## src/tcvc_pkg.sv

```systemverilog
// Types and constants of the triangle cull / vertex compactor.
// Used by every module of the block but the RAM; depends on nothing.
package tcvc_pkg;

  localparam int IDX_W     = 12;
  localparam int TC_W      = 32;
  localparam int MASK_W    = 4;
  localparam int COUNT_W   = 13;
  localparam int EPOCH_W   = 8;
  localparam int CULL_BITS = 4;

  localparam int TABLE_LIMIT = 1 << IDX_W;

  localparam logic [MASK_W-1:0] CULL_MASK =
    (CULL_BITS >= MASK_W) ? {MASK_W{1'b1}} : MASK_W'((1 << CULL_BITS) - 1);

  localparam logic [EPOCH_W-1:0] EPOCH_MAX = {EPOCH_W{1'b1}};

  // corner position within a triangle
  localparam logic [1:0] CORNER_A = 2'd0;
  localparam logic [1:0] CORNER_B = 2'd1;
  localparam logic [1:0] CORNER_C = 2'd2;

  typedef struct packed {
    logic              surface_start;
    logic [IDX_W-1:0]  src_index_a;
    logic [IDX_W-1:0]  src_index_b;
    logic [IDX_W-1:0]  src_index_c;
    logic [MASK_W-1:0] cull_mask_a;
    logic [MASK_W-1:0] cull_mask_b;
    logic [MASK_W-1:0] cull_mask_c;
    logic [TC_W-1:0]   tex_coord_a;
    logic [TC_W-1:0]   tex_coord_b;
    logic [TC_W-1:0]   tex_coord_c;
  } tri_item_t;

  typedef struct packed {
    logic             is_new_vertex;
    logic [IDX_W-1:0] source_vertex;
    logic [TC_W-1:0]  vertex_tex_coord;
    logic [IDX_W-1:0] compact_index;
    logic             last_of_triangle;
  } res_item_t;

  // remap RAM word: entry is mapped when tag equals the current epoch
  typedef struct packed {
    logic [EPOCH_W-1:0] tag;
    logic [IDX_W-1:0]   compact;
  } remap_word_t;

  // one corner (or a clear-only slot) moving from issue to resolve
  typedef struct packed {
    logic               valid;
    logic               has_corner;
    logic               clear;
    logic               in_range;
    logic               last;
    logic [EPOCH_W-1:0] epoch;
    logic [IDX_W-1:0]   idx;
    logic [TC_W-1:0]    tc;
  } slot_t;

  typedef struct packed {
    logic             re;
    logic [IDX_W-1:0] addr;
  } rd_req_t;

  typedef struct packed {
    logic             we;
    logic [IDX_W-1:0] addr;
    remap_word_t      word;
  } wr_req_t;

endpackage

```

## src/tcvc_outq.sv

```systemverilog
// Two-entry result queue with issue credit for the RAM pipeline.
// Depends on tcvc_pkg.
module tcvc_outq (
  input  logic                 clk,
  input  logic                 rst,
  input  logic                 push,
  input  tcvc_pkg::res_item_t  push_item,
  input  logic                 inflight,
  output logic                 issue_ok,
  output logic                 res_valid,
  input  logic                 res_stall,
  output tcvc_pkg::res_item_t  res_item
);

  localparam logic [2:0] QDEPTH = 3'd2;

  tcvc_pkg::res_item_t entries [2];
  logic                wr_ptr;
  logic                rd_ptr;
  logic [1:0]          count;
  logic                pop;

  assign res_valid = (count != 2'd0);
  assign res_item  = entries[rd_ptr];
  assign pop       = res_valid && !res_stall;
  assign issue_ok  = (3'(count) + 3'(inflight) - 3'(pop)) < QDEPTH;

  always_ff @(posedge clk) begin
    if (rst) begin
      wr_ptr <= 1'b0;
      rd_ptr <= 1'b0;
      count  <= 2'd0;
    end else begin
      if (push) begin
        entries[wr_ptr] <= push_item;
        wr_ptr          <= !wr_ptr;
      end
      if (pop) begin
        rd_ptr <= !rd_ptr;
      end
      count <= count + 2'(push) - 2'(pop);
    end
  end

endmodule

```

## config.mk

```make
export PLATFORM = sky130hd
export DESIGN_NAME = tcvc_outq
export DESIGN_NICKNAME = d
export VERILOG_FILES = /design/src/tcvc_pkg.sv /design/src/tcvc_outq.sv
export SDC_FILE = /design/constraint.sdc
export NUM_CORES = 1
export LEC_CHECK = 0
export CORE_MARGIN = 3
export CORE_UTILIZATION = 60
export DETAILED_ROUTE_END_ITERATION = 10
export DONT_BUFFER_PORTS = 1
export PLACE_DENSITY = 0.76
export SLEW_MARGIN = 20
export SYNTH_ARGS = -nofsm -noshare
export SYNTH_HDL_FRONTEND = slang
export SYNTH_SLANG_ARGS = --single-unit
```

## constraint.sdc

```tcl
create_clock -name clk -period 5.8 [get_ports clk]
set_input_delay 0 -clock clk [delete_from_list [all_inputs] [get_ports clk]]
set_output_delay 0 -clock clk [all_outputs]
set_load 0.01 [all_outputs]
```

### After elaboration in Yosys (flattened, before gate mapping)

Memory sizes are Yosys's and may differ from the RTL's. A register that Yosys moved wholly into a read port is not among the register bits.
Cells that the tools add are included.

* flip-flop bits (word level): 4
* memory bits (writable): 116
* input port bits: 63
* output and inout port bits: 60
* word-level logic and storage cells: 19
* memories: 1

Memory list
* entries: depth 2, width 58, rd ports 1, clocked after Yosys merged registers in 1, wr ports 1, line tcvc_outq.sv:17 `tcvc_pkg::res_item_t entries [2];`

* add/sub/neg operators: 4
* order comparisons: 1
* mux-type cells: 5
* reduce and logical (&&, ||, !) cells: 5

Operators by type and width (count)
* $mux W1: 5
* $add A2 B1 Y3: 1
* $logic_not A1 Y1: 3
* $lt A3 B2 Y1 const B: 1
* $sub A3 B1 Y3: 1
* $add A2 B1 Y2: 1
* $reduce_bool A2 Y1: 1
* $sub A2 B1 Y2: 1
* $logic_and A1 B1 Y1: 1

### Depth between registers and ports, before layout

* word-level depth: 4
* mapped depth: 6
* depth with buffers taken out: 6

### Worst setup path after synthesis

OpenSTA, ideal clock, no wires.

* path type: reg2reg
* start point: reg wr_ptr
* end point: mem entries[0][0] (netlist name), enable pin
* library setup time: 0.557 ns
* arrival time: 4.569 ns
* data required time: 5.243 ns
* setup slack: 0.675 ns
* stages on the path, launching flop included: 2
* buffers on the path: 0
* clock period less this slack: 5.125 ns
* cell sequence: dfxtp_1 -> nor3b_1

RTL lines
* start: declaration: line tcvc_outq.sv:18 `logic wr_ptr;`
* start signal: assignment: line tcvc_outq.sv:36 `wr_ptr <= !wr_ptr;`
* end: declaration: line tcvc_outq.sv:17

Straight into the memory's write port.

### Final worst setup path

* start point: reg count[1]
* end point: out issue_ok

* cells in the longest elaborated chain, start to end: 4
* elaborated cells on any way between the ends: 5
* classes of those cells: add/sub (2); order compare (1); reduce/logical (2)

Ends and longest elaborated chain
* start: declaration: line tcvc_outq.sv:20 `logic [1:0] count;`
* start signal: assignment: line tcvc_outq.sv:41 `count <= count + 2'(push) - 2'(pop);`
* $reduce_bool A2 Y1: line tcvc_outq.sv:23 `assign res_valid = (count != 2'd0);`
* $logic_and A1 B1 Y1: line tcvc_outq.sv:25 `assign pop = res_valid && !res_stall;`
* named net pop: line tcvc_outq.sv:21 `logic pop;`
* $sub A3 B1 Y3: line tcvc_outq.sv:26 `assign issue_ok = (3'(count) + 3'(inflight) - 3'(pop)) < QDEPTH;`
* $lt A3 B2 Y1: line tcvc_outq.sv:26
* end: declaration: line tcvc_outq.sv:9 `output logic issue_ok,`

The timed path passes the listed nets, and every way through them passes these cells.

==> impl_metrics.ini <==
[clock_tree]
clkTransAtPathRegs_ns = 0.05
post-cts-setup-buffers = 0
cts_tree = built
cts_resized = 0
clkLatencyLatePin_ns = 0.50
cts_root_buf = clkbuf_8
cts_buffers = 17
clockBufferDepth = 2
cts_num_sinks = 121
htreeDepth = 4

[die]
io_pins = 123
fp.dieH_um = 93.04
die_area_mm2 = 0.008656
coreArea_mm2 = 0.007292
die_x_um = 93.04
initial_core_util_pct = 62.34
num_rows = 31

[placement]
place_hpwl_um = 4624
placedCellCount = 305
gp_congestion = 0.6651
port_buffers = 0

[routing]
viasPerCell = 5.430
drt-wirelength-per-cell_um = 20.77
num_vias = 2161
ant_nets = 0
wirelength_um = 8266
initialDrtViolationCount = 143
remaining_drc_errors = 0
dr.pass1.iters = 4

[timing]
fmax_ghz = 0.4415
fin_crit_ns = 2.265
skew_ns = 0.008202
finalMaxSlewViolations = 0
worst_pin_slew_ns = 0.7752
rsz0062_at_grt = false
finalHoldViolations = 0
fin_setup_tns_ns = 0
max_slew_margin_pct = 48.32
fin_crit_sh_pct = 39.05
setup_viol_count_final = 0

[critical_path]
cpPeakStageDelay_ns = 0.46
crit_chain = o21ba_2 > ha_1 > nor2b_1 > fa_1 > nor2_1
crit_required_ns = 5.80
startpoint_type = register
arrival_ns = 2.27
r2r_end = count[1]$_SDFF_PP0_
cp-end-kind = output pin
cp_slowest_cell = fa_1
r2r_slack_ns = 3.78
r2r-start = count[1]$_SDFF_PP0_
r2r_cells = 7
path_max_fanout = 3
crit_type = reg -> out

[power_and_ir_drop]
leakagePower_nw = 2.021
finalPower_mw = 2.379
p_per_area_mw_per_mm2 = 408.3
irDropWorstVdd_mv = 0.2619

[layout]
drive_gt1_share_pct = 30.43
nNetsFinal = 354
layout_commonest_cell = edfxtp_1
syn2layout_area_growth_pct = 28.19
antenna_cells = 0
final_core_util_pct = 79.91
final_cell_mix = edfxtp_1 (116), dlygate4sd3_1 (62), mux2_2 (40), mux2_4 (20), clkbuf_16 (16)
finalNonFillerCells = 398

[synthesis]
netlist_area_mm2 = 0.004546
synth_nets = 276
synth_seq_area_share_pct = 78.83
synth.top_cell.area_share_pct = 76.63
synth_area_leaders = edfxtp_1 (77%), mux2_2 (9.9%), mux2_4 (6.6%), dfxtp_1 (2.2%), ha_1 (0.83%)
synth_seq_cells = 121
ys_types = 16
syn_area_per_cell_um2 = 21.75
synthCells = 209
yosysTopAreaCell = edfxtp_1
synth_warnings = 0

[grt]
grt_max_degree = 59
gr-usage-all-layers_pct = 20.36
grt_pass1_vias = 2326
grt_antenna_before_repair = 0
grt_pass1_wl_um = 12590
grt_overflow_total = 0

[job]
maxCapViolCount = 0

[worst_hold_path]
hold_start = push
holdPathEnd = entries[1][20]$_DFFE_PP_
min_path_type = in -> reg
hold-path-cell-count = 1

[run_status]
outcome = finished, final reports clean
where the power goes:
group	switching (mW)	leakage, nW	total, mW	internal (mW)
logic	0.199	0.649	0.384	0.185
clock network	0.329	0.265	0.971	0.642
registers	0.0179	1.11	1.02	1.01
total	0.546	2.02	2.38	1.83
final cells by class:
type / count / area [um^2]
flip-flops and latches: 121 / 3585
fillers: 403 / 1465
multi-input cells: 78 / 904.6
repair buffers: 65 / 643.1
clock buffers: 20 / 425.4
clock inverters: 11 / 130.1
well taps: 99 / 123.9
inverters: 4 / 15.01
critical path: cells and delay by family, from the launching register on:
| family | cells | cell delay (ns) |
|---|---|---|
| DFF | 1 | 0.33 |
| AOI/OAI and AO/OA | 1 | 0.25 |
| adders and majority gates | 2 | 0.76 |
| and+or+nand+nor | 2 | 0.42 |
sequential cells by signal (all words and copies together), names as in the netlist, named ones only:
name,flops
rd_ptr,1
entries,116
count,2
wr_ptr,1
layer usage:
layer / vias to the layer above / share of wire, % / global-route usage, %
met5: - / 0 / 0
met4: 0 / 2.8 / 11.60
met2: 101 / 54 / 34.43
met3: 18 / 7.5 / 7.965
li1: 975 / - / -
met1: 1067 / 36 / 21.67
cell usage after synthesis:
| library cell | count |
|---|---|
| edfxtp_1 | 116 |
| mux2_2 | 40 |
| mux2_4 | 20 |
| dfxtp_1 | 5 |
| inv_1 | 4 |
| nor2_1 | 4 |
| buf_2 | 3 |
| buf_6 | 3 |
| ha_1 | 3 |
| nor2b_1 | 3 |
| xnor2_1 | 3 |
| and3b_1 | 1 |
| fa_1 | 1 |
| nand2_1 | 1 |
| nor3b_1 | 1 |
| o21ba_2 | 1 |
logic make-up (layout without fill, tap and decap cells):
family	Yosys count	after routing	share of synthesized area (%)
buffers and inverters	10	100	1.404
muxes	60	60	16.52
DFF	121	121	78.83
and+or+nand+nor	10	10	1.184
adders and majority gates	4	4	1.266
AOI/OAI and AO/OA	1	1	0.2202
xor gates and xnor gates	3	3	0.5781
metrics by stage:
step	setup slack [ns]	hold WS, ns	instance area [um^2]
after floorplan	0.6746	0.07161	4546
after global placement	4.065	0.07303	4651
after detailed placement	3.968	0.07671	4651
after CTS	3.568	0.1024	5827
after global routing	3.435	0.1270	5827
final	3.535	0.1190	5827
how the worst max path moves through the flow:
stage,cells after the start,start,to
detailed placement,2,wr_ptr$_SDFFE_PP0P_,entries[1][12]$_DFFE_PP_
floorplan,1,wr_ptr$_SDFFE_PP0P_,entries[0][0]$_DFFE_PP_
global route,5,count[1]$_SDFF_PP0_,issue_ok
global placement,2,wr_ptr$_SDFFE_PP0P_,entries[1][53]$_DFFE_PP_
finish,5,count[1]$_SDFF_PP0_,issue_ok
CTS,5,count[1]$_SDFF_PP0_,issue_ok
repair_timing:
action / in CTS / in global routing
endpoints found under the hold margin: 121 / 0
endpoints found under the setup margin: 0 / 0
hold buffers: 62 / 0
No activity file was read; power rests on OpenSTA's default activity.
