File: src/tcvc_pkg.sv
// Types and constants of the triangle cull / vertex compactor.
// Used by every module of the block but the RAM; depends on nothing.
package tcvc_pkg;

  localparam int IDX_W     = 12;
  localparam int TC_W      = 32;
  localparam int MASK_W    = 4;
  localparam int COUNT_W   = 13;
  localparam int EPOCH_W   = 8;
  localparam int CULL_BITS = 4;

  localparam int TABLE_LIMIT = 1 << IDX_W;

  localparam logic [MASK_W-1:0] CULL_MASK =
    (CULL_BITS >= MASK_W) ? {MASK_W{1'b1}} : MASK_W'((1 << CULL_BITS) - 1);

  localparam logic [EPOCH_W-1:0] EPOCH_MAX = {EPOCH_W{1'b1}};

  // corner position within a triangle
  localparam logic [1:0] CORNER_A = 2'd0;
  localparam logic [1:0] CORNER_B = 2'd1;
  localparam logic [1:0] CORNER_C = 2'd2;

  typedef struct packed {
    logic              surface_start;
    logic [IDX_W-1:0]  src_index_a;
    logic [IDX_W-1:0]  src_index_b;
    logic [IDX_W-1:0]  src_index_c;
    logic [MASK_W-1:0] cull_mask_a;
    logic [MASK_W-1:0] cull_mask_b;
    logic [MASK_W-1:0] cull_mask_c;
    logic [TC_W-1:0]   tex_coord_a;
    logic [TC_W-1:0]   tex_coord_b;
    logic [TC_W-1:0]   tex_coord_c;
  } tri_item_t;

  typedef struct packed {
    logic             is_new_vertex;
    logic [IDX_W-1:0] source_vertex;
    logic [TC_W-1:0]  vertex_tex_coord;
    logic [IDX_W-1:0] compact_index;
    logic             last_of_triangle;
  } res_item_t;

  // remap RAM word: entry is mapped when tag equals the current epoch
  typedef struct packed {
    logic [EPOCH_W-1:0] tag;
    logic [IDX_W-1:0]   compact;
  } remap_word_t;

  // one corner (or a clear-only slot) moving from issue to resolve
  typedef struct packed {
    logic               valid;
    logic               has_corner;
    logic               clear;
    logic               in_range;
    logic               last;
    logic [EPOCH_W-1:0] epoch;
    logic [IDX_W-1:0]   idx;
    logic [TC_W-1:0]    tc;
  } slot_t;

  typedef struct packed {
    logic             re;
    logic [IDX_W-1:0] addr;
  } rd_req_t;

  typedef struct packed {
    logic             we;
    logic [IDX_W-1:0] addr;
    remap_word_t      word;
  } wr_req_t;

endpackage

File: src/tcvc_issue.sv
// Input side: triangle accept, corner sequencer, epoch and RAM clearing sweep.
// Depends on tcvc_pkg.
module tcvc_issue #(
  parameter int MAX_SOURCE_VERTS = 4096,
  parameter int DEPTH            = 4096,
  parameter int AW               = 12
) (
  input  logic                 clk,
  input  logic                 rst,
  input  logic                 tri_valid,
  input  tcvc_pkg::tri_item_t  tri_item,
  output logic                 tri_stall,
  input  logic                 issue_ok,
  input  logic                 s1_busy,
  output tcvc_pkg::slot_t      slot,
  output tcvc_pkg::rd_req_t    rd,
  output tcvc_pkg::wr_req_t    sweep_wr
);

  typedef enum logic {ST_SWEEP, ST_RUN} state_t;

  localparam logic [16:0]   MAX_V     = 17'(MAX_SOURCE_VERTS);
  localparam logic [AW-1:0] LAST_ADDR = AW'(DEPTH - 1);

  state_t                            state;
  logic                              busy;
  logic                              culled;
  logic [1:0]                        corner;
  tcvc_pkg::tri_item_t               tri_r;
  logic [tcvc_pkg::EPOCH_W-1:0]      epoch;
  logic [AW-1:0]                     sweep_addr;

  logic                              issue_fire;
  logic                              last_fire;
  logic                              need_sweep;
  logic                              can_take;
  logic                              accept;
  logic                              cur_in_range;
  logic [tcvc_pkg::IDX_W-1:0]        cur_idx;
  logic [tcvc_pkg::TC_W-1:0]         cur_tc;

  always_comb begin
    case (corner)
      tcvc_pkg::CORNER_A: begin
        cur_idx = tri_r.src_index_a;
        cur_tc  = tri_r.tex_coord_a;
      end
      tcvc_pkg::CORNER_B: begin
        cur_idx = tri_r.src_index_b;
        cur_tc  = tri_r.tex_coord_b;
      end
      default: begin
        cur_idx = tri_r.src_index_c;
        cur_tc  = tri_r.tex_coord_c;
      end
    endcase
  end

  assign cur_in_range = ({5'd0, cur_idx} < MAX_V);

  assign issue_fire = (state == ST_RUN) && busy && issue_ok;
  assign last_fire  = issue_fire && (culled || (corner == tcvc_pkg::CORNER_C));
  // epoch space exhausted: drain and sweep before taking the next surface
  assign need_sweep = tri_valid && tri_item.surface_start && (epoch == tcvc_pkg::EPOCH_MAX);
  assign can_take   = (state == ST_RUN) && (!busy || last_fire) && !need_sweep;
  assign accept     = tri_valid && can_take;
  assign tri_stall  = !can_take;

  always_comb begin
    slot.valid      = issue_fire;
    slot.has_corner = !culled;
    slot.clear      = tri_r.surface_start && (corner == tcvc_pkg::CORNER_A);
    slot.in_range   = cur_in_range;
    slot.last       = (corner == tcvc_pkg::CORNER_C);
    slot.epoch      = epoch;
    slot.idx        = cur_idx;
    slot.tc         = cur_tc;

    rd.re   = issue_fire && !culled && cur_in_range;
    rd.addr = cur_idx;

    sweep_wr.we   = (state == ST_SWEEP);
    sweep_wr.addr = tcvc_pkg::IDX_W'(sweep_addr);
    sweep_wr.word = '0;
  end

  always_ff @(posedge clk) begin
    if (rst) begin
      state      <= ST_SWEEP;
      sweep_addr <= '0;
      epoch      <= '0;
      busy       <= 1'b0;
      corner     <= tcvc_pkg::CORNER_A;
    end else begin
      case (state)
        ST_SWEEP: begin
          if (sweep_addr == LAST_ADDR) begin
            sweep_addr <= '0;
            state      <= ST_RUN;
            epoch      <= epoch + 1'b1;
          end else begin
            sweep_addr <= sweep_addr + 1'b1;
          end
        end
        ST_RUN: begin
          if (need_sweep && !busy && !s1_busy) begin
            state <= ST_SWEEP;
          end
          if (issue_fire) begin
            corner <= last_fire ? tcvc_pkg::CORNER_A : corner + 1'b1;
          end
          if (last_fire && !accept) begin
            busy <= 1'b0;
          end
          if (accept) begin
            busy   <= 1'b1;
            tri_r  <= tri_item;
            culled <= |(tri_item.cull_mask_a & tri_item.cull_mask_b &
                        tri_item.cull_mask_c & tcvc_pkg::CULL_MASK);
            if (tri_item.surface_start) begin
              epoch <= epoch + 1'b1;
            end
          end
        end
        default: begin
          state <= ST_SWEEP;
        end
      endcase
    end
  end

endmodule

File: config.mk
export PLATFORM = sky130hd
export DESIGN_NAME = tcvc_issue
export DESIGN_NICKNAME = d
export VERILOG_FILES = /design/src/tcvc_pkg.sv /design/src/tcvc_issue.sv
export SDC_FILE = /design/constraint.sdc
export NUM_CORES = 1
export LEC_CHECK = 0
export BUFFER_PORTS_ARGS = -buffer_cell sky130_fd_sc_hd__buf_2
export CAP_MARGIN = 20
export CORE_ASPECT_RATIO = 0.5
export CORE_MARGIN = 4
export CORE_UTILIZATION = 25
export CTS_BUF_LIST = sky130_fd_sc_hd__clkbuf_16
export CTS_CLUSTER_SIZE = 30
export DETAILED_ROUTE_END_ITERATION = 12
export GPL_TIMING_DRIVEN = 0
export SKIP_CTS_REPAIR_TIMING = 1
export SLEW_MARGIN = 0
export SYNTH_ARGS = -nofsm -noshare
export SYNTH_HDL_FRONTEND = slang
export SYNTH_SLANG_ARGS = --single-unit
File: constraint.sdc
create_clock -name clk -period 14.95 [get_ports clk]
set_clock_uncertainty 0.1 [all_clocks]
set_input_delay 2.99 -clock clk [delete_from_list [all_inputs] [get_ports clk]]
set_output_delay 2.99 -clock clk [all_outputs]
set_load 0.02 [all_outputs]
# After elaboration in Yosys (flattened, before gate mapping)
# Index checks and enable logic that the tools add are counted.
# totals
out_inout_bits	104
wordCells	68
in_bits	150
reg_bits	158
# op_classes
bitwise_logic	4
eq_ne	7
n_addsub	3
reduce_logical	28
mux	13
# ops
op	count
$pmux 32 s2	1
$mux 8	3
$pmux 12 s2	1
$pmux 8 s2	1
$logic_and 1x1->1	13
$add 12x1->12 const B	1
$eq 12x12->1 const B	1
$mux 12	1
$add 8x1->8 const B	1
$and 4x4->4	2
$eq 8x8->1 const B	1
$logic_not 1->1	6
$reduce_and 3->1	2
$mux 1	4
$ne 2x1->1 const B	2
$reduce_and 2->1	2
$reduce_or 4->1	1
$add 2x1->2 const B	1
$eq 2x1->1 const B	1
$eq 2x2->1 const B	1
$logic_not 2->1	1
$logic_or 1x1->1	2
$mux 2	1
$ne 2x2->1 const B	1
3 further kinds	4

# Logic depth before layout (Yosys ltp)
# logic_depth
word_depth	11
mapped_depth	8
mapped_depth_nobuf	7

# Least setup slack after synthesis
# OpenSTA, ideal clock, no wires.
# synth_path
path_kind	input to register
from	in issue_ok
to	reg culled, enable pin
stages	4
required_ns	14.031
path_buffers	0
arrival_ns	13.146
setup_ns	0.819
slack_ns	0.885
cell_sequence	nand2_1 -> o21ai_4 -> nand2_1 -> nor3b_1
# synth_between
elab_chain_cells	7
# synth_rtl
item	line_no	source
start: declaration	tcvc_issue.sv:13	input logic issue_ok,
$logic_and 1x1->1	tcvc_issue.sv:61	assign issue_fire = (state == ST_RUN) && busy && issue_ok;
$logic_and 1x1->1	tcvc_issue.sv:62	assign last_fire = issue_fire && (culled || (corner == tcvc_pkg::CORNER_C));
$logic_or 1x1->1	tcvc_issue.sv:65	assign can_take = (state == ST_RUN) && (!busy || last_fire) && !need_sweep;
$logic_and 1x1->1 (2 in series)	tcvc_issue.sv:65	
$logic_and 1x1->1	tcvc_issue.sv:66	assign accept = tri_valid && can_take;
$reduce_and 3->1 (no line)	-	
end signal: assignment	tcvc_issue.sv:118	culled <= |(tri_item.cull_mask_a & tri_item.cull_mask_b &
end: declaration	tcvc_issue.sv:27	logic culled;
# Every way passes these cells.
# A chain may end at the register's enable or synchronous reset.

# Final worst setup path
# layout_path
from	in tri_valid
to	out tri_stall
# layout_between
elab_chain_cells	5
# layout_rtl
item	line_no	source
start: declaration	tcvc_issue.sv:10	input logic tri_valid,
$logic_and 1x1->1 (2 in series)	tcvc_issue.sv:64	assign need_sweep = tri_valid && tri_item.surface_start && (epoch == tcvc_pkg::EPOCH_MAX);
$logic_not 1->1	tcvc_issue.sv:65	
$logic_and 1x1->1	tcvc_issue.sv:65	
$logic_not 1->1	tcvc_issue.sv:67	assign tri_stall = !can_take;
end: declaration	tcvc_issue.sv:12	output logic tri_stall,
# Every way passes these cells.

==> metrics.md <==
| Metric | Value |
|---|---|
| PnR worst setup slack | `between 8 and 9 ns` |
| Max Clk Rate | `between 0.1 and 0.15 GHz` |
| CTS H-tree depth | `4` |
| Synthesized area per cell | `about 13 sq um` |
| Number of routed nets with antenna violations | `0` |
| Final Hold Viols | `0` |
| Row cnt | `40` |
| Mapped Cells | `462` |
| P_int | `approximately 760 uW` |
| Comb pwr share | `3.7%` |
| First-pass GRT wire length | `25,600 um` |
| # port buffers | `~230` |
| CP Capture Type | `output pin` |
| Num CTS Buffers | `17` |
| Initial DRT Pass Iterations | `5` |
| Longest Clk Path Bufs | `2` |
| Crit start category | `primary input` |
| Yosys Warn Count | `0` |
| CTS Sinks | `158` |
| Async SR Flop Fraction | `0%` |
| Total net switching power | `around 180 uW` |
| Req. time, crit path | `~12 ns` |
| Die Width | `around 230 um` |
| Min Hold Slack | `approximately 0.38 ns` |
| Final Max Tran Viols | `0` |
| Layout cells sized above 1 | `between 40% and 50%` |
| DR WL/cell | `~16 um` |
| Congestion Overflow GR | `0` |
| Status | `finished clean` |
| Fin crit share | `45.3%` |
| Static leakage | `about 3.5 nW` |
| Core area | `24,200 sq um` |
| Number of global-route vias before repair | `about 4,600` |
| Area contributors post-synth | `edfxtp_1 (65%), dfxtp_1 (7.7%), nand2_1 (6.2%)` |
| # fillers | `about 2,400` |
| Largest net degree at the start of global routing | `17` |
| Initial core utilization | `roughly a quarter` |
| Ys flop type | `edfxtp_1` |
| Power Density | `about 110 nW/um^2` |
| Post-synth top area cell | `edfxtp_1` |
| GPL Wtd Cong | `0.765` |
| Initial antenna violation count | `5` |
| Power share of the sequential group | `roughly half` |
| CTS tree | `done` |
| Clock share of power | `45.4%` |
| Rel. slew slack | `about half` |
| Sw Ratio | `roughly a fifth` |
| Share of the synthesized area in the top cell type | `between 60% and 70%` |
| DR vias | `roughly 4,500` |
| Crit-path max FO | `3` |
| Aggregate routed wire length | `about 17,000 um` |
| Boundary Pins | `254` |
| Max IR drop VDD | `~0.076 mV` |
| Unrepaired setup endpoints after global routing | `no` |
| P&R area growth vs syn | `38.2%` |
| FF+latch count, synth | `about 160` |
| Post-Synthesis Cell Area | `between 6000 and 7000 sq um` |
| Crit path kind | `in -> out` |
| Skew-Pair Late Insertion Delay | `around 0.4 ns` |
| Placed Area | `8000 sq um` |
| Clock Pin Slew Worst Setup and Hold Paths | `roughly 0.060 ns` |
| Final setup vio count | `0` |
| Die area | `~28,000 sq um` |
| Finished Cell Area | `roughly 8600 sq um` |
| Via/cell ratio | `4.09` |
| Pre-CTS setup slack | `between 8 and 9 ns` |
| WP data arrival | `between 3 and 4 ns` |
| Worst-Margin Slew | `between 0.7 and 0.8 ns` |
| GRT Util Overall | `about 12%` |
| Register area share after synthesis | `roughly 72%` |
| Unique masters post-synth | `39` |
| Clock root cell | `clkbuf_16` |
| Worst hold path class | `reg -> reg` |
| # DRC | `0` |
| Post-DP HPWL | `between 10,000 and 15,000 um` |
| Initial DRC count | `approximately 240` |
| Period minus WS final | `between 6 and 7 ns` |
| Max-cap violations | `0` |
| Die Ht | `approximately 120 um` |
| EDFF count, synth | `134` |
| Final nets | `~900` |
[cells by family after synthesis]
logic type | count (synthesis) | share of synthesized area [%]
adder cells (fa/ha/maj) | 5 | 1.01
flip-flops | 158 | 72.4
XOR/XNOR | 12 | 1.69
multiplexers | 1 | 0.161
AND/OR/NAND/NOR | 157 | 11.1
other | 2 | 0.121
AO/OA/AOI/OAI | 67 | 7.69
buffers and inverters | 60 | 5.81
[sequential cells by signal (all words and copies together), names as in the netlist]
register / cells
busy: 1
tri_r: 133
state: 1
sweep_addr: 12
corner: 2
culled: 1
epoch: 8
[worst paths after layout]
check            start          to  slack [ns]  cells past startpoint
max          tri_valid   tri_stall        8.18                      5
min          corner[1]   corner[1]        0.38                      2
max reg2reg   epoch[0]  tri_r[141]       12.09                      9
min reg2reg  corner[1]   corner[1]        0.38                      2
[power by group through the flow]
stage,logic [mW],clock network (mW),registers [mW]
5_1_grt,0.0384,0.461,0.478
2_1_floorplan,0.0124,0,0.489
3_3_place_gp,0.0335,0,0.488
4_1_cts,0.0346,0.439,0.479
6_report,0.0345,0.427,0.479
3_5_place_dp,0.0345,0,0.488
[metrics by stage]
stage | power (mW) | cells | TNS (ns) | util [%]
2_1_floorplan | 0.501 | 481 | 0 | -
3_3_place_gp | 0.522 | 1048 | -359.64 | 32.5
3_5_place_dp | 0.523 | 1059 | 0 | 33.0
4_1_cts | 0.953 | 1091 | 0 | 35.4
5_1_grt | 0.978 | 1096 | 0 | 35.5
6_report | 0.940 | 1096 | 0 | 35.5
[cell usage in the layout, fill, tap and decap left out, types with 3 or more instances in the layout]
cell type,synthesis,final
a21oi_1,11,11
a22oi_1,44,44
buf_2,1,232
buf_4,34,34
buf_6,1,10
bufinv_16,0,3
clkbuf_1,15,15
clkbuf_16,0,17
clkinv_1,0,4
conb_1,2,21
dfxtp_1,24,24
diode_2,0,5
edfxtp_1,134,134
ha_1,5,5
inv_1,7,10
nand2_1,102,102
nand3_1,10,10
nand4_1,5,5
nor2_1,22,22
o21ai_0,5,5
or3_1,4,4
xor2_1,10,10
[per-layer routing]
metal	global-route usage (%)	wire length, um	vias up
met5	0	0	-
met4	5.63	475	0
met3	2.92	830	29
met1	13.6	6360	2159
met2	21.9	9370	106
li1	-	-	2187
[worst max-delay path, cell delays in order]
cell and delay [ns]:
buf_2 0.10, nand2_1 0.07, o21a_1 0.21, nand2_1 0.10, buf_2 0.19
[area by class of cell]
type	instances	area [sq um]	area share, %
diodes	5	12.5	0.146
well taps	336	420	4.89
flip-flops and latches	158	4500	52.4
clock inverters	15	154	1.79
plain buffers	53	335	3.90
clock buffers	17	425	4.95
repair buffers	242	1290	15.0
multi-input cells	263	1430	16.6
inverters	7	26.3	0.306
[synthesized netlist by cell type (2+ instances only)]
library cell and number:
edfxtp_1 134, nand2_1 102, a22oi_1 44, buf_4 34, dfxtp_1 24, nor2_1 22
clkbuf_1 15, a21oi_1 11, nand3_1 10, xor2_1 10, inv_1 7, ha_1 5
nand4_1 5, o21ai_0 5, or3_1 4, and3_1 2, buf_1 2, conb_1 2
o31ai_1 2, or4_1 2, xnor2_1 2
Note: power is estimated with default switching activity, not from simulation.
