## src/tcvc_pkg.sv

```systemverilog
// Types and constants of the triangle cull / vertex compactor.
// Used by every module of the block but the RAM; depends on nothing.
package tcvc_pkg;

  localparam int IDX_W     = 12;
  localparam int TC_W      = 32;
  localparam int MASK_W    = 4;
  localparam int COUNT_W   = 13;
  localparam int EPOCH_W   = 8;
  localparam int CULL_BITS = 4;

  localparam int TABLE_LIMIT = 1 << IDX_W;

  localparam logic [MASK_W-1:0] CULL_MASK =
    (CULL_BITS >= MASK_W) ? {MASK_W{1'b1}} : MASK_W'((1 << CULL_BITS) - 1);

  localparam logic [EPOCH_W-1:0] EPOCH_MAX = {EPOCH_W{1'b1}};

  // corner position within a triangle
  localparam logic [1:0] CORNER_A = 2'd0;
  localparam logic [1:0] CORNER_B = 2'd1;
  localparam logic [1:0] CORNER_C = 2'd2;

  typedef struct packed {
    logic              surface_start;
    logic [IDX_W-1:0]  src_index_a;
    logic [IDX_W-1:0]  src_index_b;
    logic [IDX_W-1:0]  src_index_c;
    logic [MASK_W-1:0] cull_mask_a;
    logic [MASK_W-1:0] cull_mask_b;
    logic [MASK_W-1:0] cull_mask_c;
    logic [TC_W-1:0]   tex_coord_a;
    logic [TC_W-1:0]   tex_coord_b;
    logic [TC_W-1:0]   tex_coord_c;
  } tri_item_t;

  typedef struct packed {
    logic             is_new_vertex;
    logic [IDX_W-1:0] source_vertex;
    logic [TC_W-1:0]  vertex_tex_coord;
    logic [IDX_W-1:0] compact_index;
    logic             last_of_triangle;
  } res_item_t;

  // remap RAM word: entry is mapped when tag equals the current epoch
  typedef struct packed {
    logic [EPOCH_W-1:0] tag;
    logic [IDX_W-1:0]   compact;
  } remap_word_t;

  // one corner (or a clear-only slot) moving from issue to resolve
  typedef struct packed {
    logic               valid;
    logic               has_corner;
    logic               clear;
    logic               in_range;
    logic               last;
    logic [EPOCH_W-1:0] epoch;
    logic [IDX_W-1:0]   idx;
    logic [TC_W-1:0]    tc;
  } slot_t;

  typedef struct packed {
    logic             re;
    logic [IDX_W-1:0] addr;
  } rd_req_t;

  typedef struct packed {
    logic             we;
    logic [IDX_W-1:0] addr;
    remap_word_t      word;
  } wr_req_t;

endpackage

```

## src/tcvc_resolve.sv

```systemverilog
// Lookup resolve stage: RAM data with write forwarding, compact numbering.
// Depends on tcvc_pkg.
module tcvc_resolve (
  input  logic                   clk,
  input  logic                   rst,
  input  tcvc_pkg::slot_t        slot,
  input  tcvc_pkg::remap_word_t  rdata,
  output tcvc_pkg::wr_req_t      wr,
  output logic                   res_push,
  output tcvc_pkg::res_item_t    res_item,
  output logic                   s1_busy
);

  tcvc_pkg::slot_t                s1;
  logic                           fwd_hit;
  tcvc_pkg::remap_word_t          fwd_word;
  logic [tcvc_pkg::COUNT_W-1:0]   vertex_count;

  logic [tcvc_pkg::COUNT_W-1:0]   count_eff;
  logic [tcvc_pkg::COUNT_W-1:0]   vertex_count_next;
  tcvc_pkg::remap_word_t          word;
  logic                           mapped;
  logic                           is_new;
  logic [tcvc_pkg::IDX_W-1:0]     compact;

  always_comb begin
    count_eff         = s1.clear ? '0 : vertex_count;
    word              = fwd_hit ? fwd_word : rdata;
    mapped            = (word.tag == s1.epoch);
    is_new            = 1'b0;
    compact           = '0;
    vertex_count_next = count_eff;
    wr.we             = 1'b0;
    wr.addr           = s1.idx;
    wr.word.tag       = s1.epoch;
    wr.word.compact   = count_eff[tcvc_pkg::IDX_W-1:0];
    if (s1.has_corner && s1.in_range) begin
      if (mapped) begin
        compact = word.compact;
      end else if (!count_eff[tcvc_pkg::COUNT_W-1]) begin
        is_new            = 1'b1;
        compact           = count_eff[tcvc_pkg::IDX_W-1:0];
        wr.we             = s1.valid;
        vertex_count_next = count_eff + 1'b1;
      end else begin
        // compact space full
        compact = '1;
      end
    end
  end

  assign res_push = s1.valid && s1.has_corner;
  assign s1_busy  = s1.valid;

  always_comb begin
    res_item.is_new_vertex    = is_new;
    res_item.source_vertex    = s1.idx;
    res_item.vertex_tex_coord = is_new ? s1.tc : '0;
    res_item.compact_index    = compact;
    res_item.last_of_triangle = s1.last;
  end

  always_ff @(posedge clk) begin
    if (rst) begin
      s1           <= '0;
      fwd_hit      <= 1'b0;
      vertex_count <= '0;
    end else begin
      s1 <= slot;
      // RAM read of the same entry written this edge returns old data
      fwd_hit <= slot.valid && wr.we && (wr.addr == slot.idx);
      if (s1.valid) begin
        vertex_count <= vertex_count_next;
      end
    end
    fwd_word <= wr.word;
  end

endmodule

```

## config.mk

```make
export PLATFORM = sky130hd
export DESIGN_NAME = tcvc_resolve
export DESIGN_NICKNAME = d
export VERILOG_FILES = /design/src/tcvc_pkg.sv /design/src/tcvc_resolve.sv
export SDC_FILE = /design/constraint.sdc
export NUM_CORES = 1
export LEC_CHECK = 0
export ABC_AREA = 1
export BUFFER_PORTS_ARGS = -buffer_cell sky130_fd_sc_hd__buf_2
export CAP_MARGIN = 20
export CORE_MARGIN = 2
export CORE_UTILIZATION = 54
export CTS_BUF_LIST = sky130_fd_sc_hd__clkbuf_2 sky130_fd_sc_hd__clkbuf_4 sky130_fd_sc_hd__clkbuf_8
export CTS_CLUSTER_SIZE = 28
export DETAILED_ROUTE_END_ITERATION = 8
export PLACE_DENSITY = 0.9
export SYNTH_ARGS = -nofsm -noshare
export SYNTH_HDL_FRONTEND = slang
export SYNTH_SLANG_ARGS = --single-unit
```

## constraint.sdc

```tcl
create_clock -name clk -period 4 [get_ports clk]
set_input_delay 0.8 -clock clk [delete_from_list [all_inputs] [get_ports clk]]
set_output_delay 0.8 -clock clk [all_outputs]
set_load 0.03 [all_outputs]
```

# Yosys cells after proc, flatten, opt, wreduce, memory -nomap -nowiden
# Index checks and enable logic that the tools add are counted.
[totals]
register_bits = 91
in_bits = 79
out_inout_bits = 93
word_cells = 34
[op_classes]
add_sub_neg = 1
n_eq_ne = 2
mux = 15
reduce_logical = 4
[ops]
columns = ["op", "count"]
rows = [
  ["2-to-1 mux 13 bit", 4],
  ["2-to-1 mux 12 bit", 3],
  ["2-to-1 mux 32 bit", 1],
  ["2-to-1 mux 20 bit", 1],
  ["adder 13 x 1 -> 13 bit, second input constant", 1],
  ["equality test 12 bit", 1],
  ["equality test 8 bit", 1],
  ["2-to-1 mux 1 bit", 6],
  ["logical AND 1 bit", 4],
]

# Longest topological paths before layout
# Gate-level depths: netlist (run 1).
[logic_depth]
word_depth = 6
ltp_mapped = 16
depth_no_buf = 14

# Worst setup path after synthesis (run 1)
# OpenSTA, ideal clock, no wires.
[synth_path]
path_kind = "in2out"
startpoint = "input rdata[18] (netlist name)"
endpoint = "output res_item[9] (netlist name)"
arrival_time_ns = 2.027
required_time_ns = 3.200
setup_slack_ns = 1.173
cell_stages = 12
n_path_buf = 1
path_cell_list = "nand2_1 -> nand2_1 -> nand2_1 -> nand2_1 -> nor2_1 -> nand2_1 -> nor2_2 -> nor2_4 -> buf_6 -> clkinv_2 -> nor2_1 -> nor2_1"
[synth_rtl]
columns = ["element", "line_no", "rtl"]
rows = [
  ["start: declaration", "tcvc_resolve.sv:7", "input tcvc_pkg::remap_word_t rdata,"],
  ["end: declaration", "tcvc_resolve.sv:10", "output tcvc_pkg::res_item_t res_item,"],
]

==> results of run 1 <==
==> synthesized netlist by cell type, drive strengths merged <==
| cell | instances | area (um^2) |
|---|---|---|
| nand4 | 12 | 75.1 |
| or2 | 2 | 12.5 |
| o2111a | 1 | 11.3 |
| inv | 143 | 539 |
| nor2 | 140 | 541 |
| nor4 | 1 | 6.26 |
| clkinv | 2 | 8.75 |
| o21ai | 20 | 100 |
| o21bai | 4 | 30.0 |
| ha | 2 | 25.0 |
| o2111ai | 1 | 8.76 |
| xnor2 | 2 | 17.5 |
| nand3 | 23 | 138 |
| nor3 | 7 | 35.0 |
| buf | 46 | 348 |
| dfxtp | 91 | 1820 |
| xor2 | 2 | 17.5 |
| nand3b | 2 | 15.0 |
| clkbuf | 9 | 33.8 |
| nand2 | 140 | 538 |
| a21oi | 9 | 48.8 |
==> logic make-up (layout without fill, tap and decap cells) <==
logic type	after synthesis	after routing	synth area share [%]
AND/OR/NAND/NOR	327	327	31.1
buffers and inverters	200	333	21.3
flip-flops	91	91	41.7
AO/OA/AOI/OAI	35	35	4.55
XOR/XNOR	4	4	0.802
adder cells (fa/ha/maj)	2	2	0.572
==> per-layer routing <==
| metal | GRT usage (%) | up-vias | share of wire, % |
|---|---|---|---|
| met4 | 6.88 | 0 | 1.0 |
| met3 | 6.26 | 11 | 8.9 |
| met2 | 38.9 | 159 | 48 |
| met1 | 24.8 | 1772 | 42 |
| met5 | 0 | - | 0 |
| li1 | - | 2150 | - |
==> power by group through the flow <==
stage / Combinational [uW] / Sequential [uW] / Clock (uW)
floorplan: 163 / 978 / 0
global placement: 208 / 982 / 0
detailed placement: 212 / 984 / 0
CTS: 213 / 963 / 637
global route: 236 / 968 / 672
finish: 211 / 963 / 617
==> stage by stage <==
stage,hold slack [ns],std cells,total power (uW),setup slack [ns],util [%]
floorplan,0.359,659,1140,1.17,-
global placement,0.374,879,1190,0.804,64.2
detailed placement,0.383,879,1200,0.811,64.2
CTS,0.386,894,1810,0.524,66.7
global route,0.406,894,1880,0.327,66.7
finish,0.380,894,1790,0.571,66.7
==> cell type report <==
| cell class | count | area, um^2 |
|---|---|---|
| fill | 698 | 2580 |
| sequential | 91 | 1820 |
| multi-input combinational | 368 | 1620 |
| timing repair buffer | 173 | 871 |
| inverter | 145 | 548 |
| tap | 102 | 128 |
| clock buffer | 9 | 124 |
| clock inverter | 6 | 72.6 |
==> state kept, by name (all words and copies together), names as in the netlist <==
register and count:
s1 35, fwd_word 20, res_item 13, vertex_count 13, wr 8, fwd_hit 1, s1_busy 1
==> path summary, 6_finish.rpt <==
check	slack, ns	cells past startpoint	endpoint
worst max-delay path	0.57	10	res_item[39]
worst min-delay path	0.38	0	fwd_word[12]
worst max register to register	1.80	12	vertex_count[1]
worst min register to register	0.38	0	fwd_word[12]
==> summary.txt, run 1 <==
CTS
  • Total number of clock tree sinks: 91
  • TritonCTS clock tree: done
  • Total clock buffers created by CTS: 9
  • CTS H-Tree Depth: 3
  • Clock insertion delay at the later pin of the skew report: 0.35 ns
  • Buffers inserted during post-CTS setup optimization: 0
  • Number of resized instances in the post-cts repair step: 0
  • Maximum buffer depth of the clock tree: 2
  • Library cell used as clock root buffer: clkbuf_8
  • CTS hold repair buffers: 0
  • Clock-pin transition on the worst setup and hold timing paths: 0.09 ns

Drt
  • Detailed-route DRC error count: 0
  • Routed Wire Length: 9440 um
  • Number of DRC violations after detailed-routing iteration 0: 134
  • Average wire per cell in the routed design: 10.6 um
  • Via density per instance: 4.58
  • Number of vias after detailed routing: 4,092
  • Number of optimization iterations in the first detailed-route pass: 5
  • Post-route antenna net violation count: 0

Worst setup path
  • Reg2reg start: fwd_hit
  • Data required time of the worst path: 3.20 ns
  • Startpoint kind of the worst setup timing path: flop
  • Largest stage delay, worst path: 0.53 ns
  • Kind of end point of the critical path: output pin
  • Critical path peak fanout: 36
  • Worst-path cell with the longest stage delay: dfxtp_1
  • Path type of the worst setup path: reg -> out
  • Cells along the critical path: buf_4 -> nand2_1 -> nand3b_1 -> nand2_1 -> nand2_1 -> nor2_2 -> nand2_4 -> nand3_4 -> nor2_1 -> buf_2
  • Family with the most delay on the worst path: simple AND/OR/NAND/NOR gates
  • Launch point of the worst path: fwd_hit
  • Count of buffer and inverter cells on the critical path: 2
  • Arrival time of data at the critical path endpoint: 2.63 ns
  • Critical path's most frequent cell: nand2_1

GRT
  • Initial antenna violation count: 0
  • Global-route wire length before repair: 15,500 um
  • Vias in the first global route: 3,669
  • Overall routing resource usage: 21.7%
  • Overflow left after global routing: 0
  • Maximum number of pins on one net before global-route repair: 46

Placed design
  • HPWL reported at the end of detailed placement: 7060 um
  • Quantity of I/O buffers inserted on ports: 171
  • Routability-driven placement congestion ratio: 0.889
  • Cell area after placement: 4990 um^2

STA
  • Final total negative setup slack: 0 ns
  • Fin crit period: 3.43 ns
  • Worst clock skew: 0.0115 ns
  • Top achievable clock speed: 292 MHz
  • Actual slew at the worst max-slew pin: 0.770 ns
  • Relative slew margins: 48.6%
  • Final Max Tran Viols: 0
  • Final hold violation count: 0
  • Part of the cycle the worst path needs: 85.7%
  • RSZ-0062 raised after global routing: no
  • Final setup viols: 0

Die
  • Initial Utilization: 56.3%
  • Chip Height: 94.0 um
  • Core area: 7770 um^2
  • Die Width: 94.0 um
  • Die area: 8830 um^2
  • I/O pin count: 172
  • Row count: 32

Power
  • Total net switching power: 477 uW
  • Internal power component: 1310 uW
  • P_leak: 0.00296 uW
  • Switching part of the total: 26.6%
  • Share of power burned in the clock network: 34.5%
  • Part of the power in registers: 53.7%
  • Power per cell area: 346 nW/um^2
  • VDD IR max: 0.000335 V
  • Share of total power in combinational logic: 11.8%

Cells and area
  • Most frequent cells in the layout: 171 x buf_2, 141 x inv_1, 137 x nand2_1
  • Most common cell after layout, fill and taps aside: buf_2
  • Layout cell share with drive strength beyond 1: 25.8%
  • Final Instance Area: 5180 um^2
  • Count of nets after finishing: 869
  • Number of antenna repair diodes: 0
  • Relative area change from synthesis to final layout: 18.6%

Synth
  • Total number of yosys warnings: 0
  • Cells after Synth: 659
  • Mapped Area: 4370 um^2
  • Mean area per synthesized cell: 6.63 um^2
  • Sequential fraction of the synthesis area: 41.7%
  • Number of nets produced by synthesis: 740
  • Total of flip-flops plus latches after synthesis: 91
  • Synth unique cells: 35

Flow run
  • Number of max-capacitance violations reported: 0

Hold path
  • Hold Crit Start: wr[12]
  • Class of the worst hold path: reg -> reg

Run status
  • Status: finished clean
Note: power is estimated with default switching activity, not from simulation.
==> run 2: changes to the inputs <==
--- a/config.mk
+++ b/config.mk
@@ -14,6 +14,7 @@
 export CTS_CLUSTER_SIZE = 28
 export DETAILED_ROUTE_END_ITERATION = 8
 export PLACE_DENSITY = 0.9
+export SKIP_CTS_REPAIR_TIMING = 1
 export SYNTH_ARGS = -nofsm -noshare
 export SYNTH_HDL_FRONTEND = slang
 export SYNTH_SLANG_ARGS = --single-unit
==> constraint.sdc (replaced) <==
create_clock -name clk -period 4.1 [get_ports clk]
set_input_delay 0.82 -clock clk [delete_from_list [all_inputs] [get_ports clk]]
set_output_delay 0.82 -clock clk [all_outputs]
set_load 0.03 [all_outputs]
==> run 2 against run 1 <==
Cell area increased by 0.27%. Final cell count increased by 0.11%. Clock skew about the same. Hold slack about the same. Sequential share of layout area decreased by 0.093 points. Largest cell class unchanged.
==> summary.txt, run 2 (same netlist as run 1, synthesis figures left out) <==
Placed design
  • Cell area after placement: 4990 um^2
  • Quantity of I/O buffers inserted on ports: 171
  • HPWL reported at the end of detailed placement: 7080 um
  • Routability-driven placement congestion ratio: 0.888
  • # placed instances: 879
  • Place WS: 0.879 ns

STA
  • Worst clock skew: 0.0114 ns
  • Part of the cycle the worst path needs: 84.2%
  • Actual slew at the worst max-slew pin: 0.778 ns
  • Top achievable clock speed: 290 MHz
  • Final total negative setup slack: 0 ns
  • Final Max Tran Viols: 0
  • Final hold violation count: 0
  • Fin crit period: 3.45 ns
  • RSZ-0062 raised after global routing: no
  • Setup ws final: 0.650 ns
  • Final setup viols: 0
  • Relative slew margins: 48.2%

Power
  • P_leak: 0.00297 uW
  • VDD IR max: 0.000229 V
  • Total net switching power: 474 uW
  • Power per cell area: 341 nW/um^2
  • Switching part of the total: 26.7%
  • Internal power component: 1300 uW
  • Share of total power in combinational logic: 11.6%
  • Share of power burned in the clock network: 35.5%
  • Overall power consumption: 1770 uW
  • Part of the power in registers: 52.9%

GRT
  • Initial antenna violation count: 0
  • Overall routing resource usage: 22.3%
  • Global-route wire length before repair: 15,700 um
  • Overflow left after global routing: 0
  • Maximum number of pins on one net before global-route repair: 46
  • Vias in the first global route: 3,605

Cells and area
  • Layout cell share with drive strength beyond 1: 25.9%
  • Number of antenna repair diodes: 0
  • Biggest register: s1
  • Largest registers in the final layout: s1 x35, fwd_word x20
  • Most frequent cells in the layout: 171 x buf_2, 141 x inv_1, 137 x nand2_1
  • Final Instance Area: 5200 um^2
  • Count of nets after finishing: 869
  • Filler cell count: 697
  • Relative area change from synthesis to final layout: 18.9%
  • Fin cells: 895
  • Most common cell after layout, fill and taps aside: buf_2
  • Largest register FFs: 35

Drt
  • Via density per instance: 4.54
  • Routed Wire Length: 9490 um
  • Number of DRC violations after detailed-routing iteration 0: 130
  • Average wire per cell in the routed design: 10.6 um
  • Number of optimization iterations in the first detailed-route pass: 4
  • Number of vias after detailed routing: 4,060
  • Detailed-route DRC error count: 0
  • Post-route antenna net violation count: 0

Worst setup path
  • Reg-to-reg slack, setup: 1.91 ns
  • Launch point of the worst path: fwd_hit
  • End of the critical path: res_item[20]
  • Kind of end point of the critical path: output pin
  • Worst reg-to-reg path cell count: 12
  • Critical path peak fanout: 36
  • Path type of the worst setup path: reg -> out
  • Startpoint kind of the worst setup timing path: flop
  • Arrival time of data at the critical path endpoint: 2.63 ns
  • Data required time of the worst path: 3.28 ns
  • Endpoint of the most critical register-to-register path: vertex_count[1]
  • Reg2reg start: fwd_hit

Die
  • I/O pin count: 172
  • Row count: 32
  • Initial Utilization: 56.3%
  • Die Width: 94.0 um
  • Core area: 7770 um^2
  • Chip Height: 94.0 um
  • Die area: 8830 um^2

CTS
  • Clock-pin transition on the worst setup and hold timing paths: 0.09 ns
  • Clock insertion delay at the later pin of the skew report: 0.35 ns
  • Total number of clock tree sinks: 91
  • CTS H-Tree Depth: 3
  • TritonCTS clock tree: done
  • Total clock buffers created by CTS: 9
  • Maximum buffer depth of the clock tree: 2
  • Library cell used as clock root buffer: clkbuf_8

Flow run
  • Number of max-capacitance violations reported: 0

Hold path
  • Class of the worst hold path: reg -> reg

Run status
  • Status: finished clean
run 2: worst min-delay path by stage:
| stage | slack [ns] | to | startpoint | depth (start not counted) |
|---|---|---|---|---|
| detailed placement | 0.38 | fwd_word[13] | wr[13] | 0 |
| floorplan | 0.36 | fwd_word[13] | wr[13] | 0 |
| finish | 0.38 | fwd_word[12] | wr[12] | 0 |
| global route | 0.41 | fwd_word[13] | wr[13] | 0 |
| global placement | 0.37 | fwd_word[17] | wr[17] | 0 |
| CTS | 0.39 | fwd_word[12] | wr[12] | 0 |
run 2: metrics by stage:
stage	util (%)	hold slack (ns)
6_report	66.9	0.380
5_1_grt	66.9	0.409
4_1_cts	66.9	0.386
3_5_place_dp	64.2	0.382
3_3_place_gp	64.2	0.374
2_1_floorplan	-	0.359
run 2: final cells by class:
cell class	count	area [um^2]	area share, %
clock buffers	10	138	2.65
clock inverters	6	72.6	1.40
flip-flops and latches	91	1820	35.1
well taps	102	128	2.46
multi-input cells	368	1620	31.2
repair buffers	173	871	16.8
inverters	145	548	10.5
run 2: worst max-delay path, cell delays in order, from the launching register on:
cell	delay [ns]
dfxtp_1	0.52
buf_4	0.29
nand2_1	0.09
nand3b_1	0.09
nand2_1	0.07
nand2_1	0.07
nor2_2	0.05
nand2_4	0.21
nand3_4	0.37
nor2_1	0.26
buf_2	0.23
run 2: layer usage:
layer  track usage, %  routed length (um)  vias to the layer above
li1                 -                   -                     2157
met1             25.2                4030                     1754
met2             39.0                4470                      140
met3             8.99                 878                        9
met4             5.56                 102                        0
met5                0                   0                        -
run 2: power by group through the flow:
stage	registers, uW	logic (uW)	clock network [uW]
floorplan	954	159	0
global placement	958	203	0
CTS	939	208	647
finish	939	206	630
global route	944	231	688
detailed placement	960	207	0
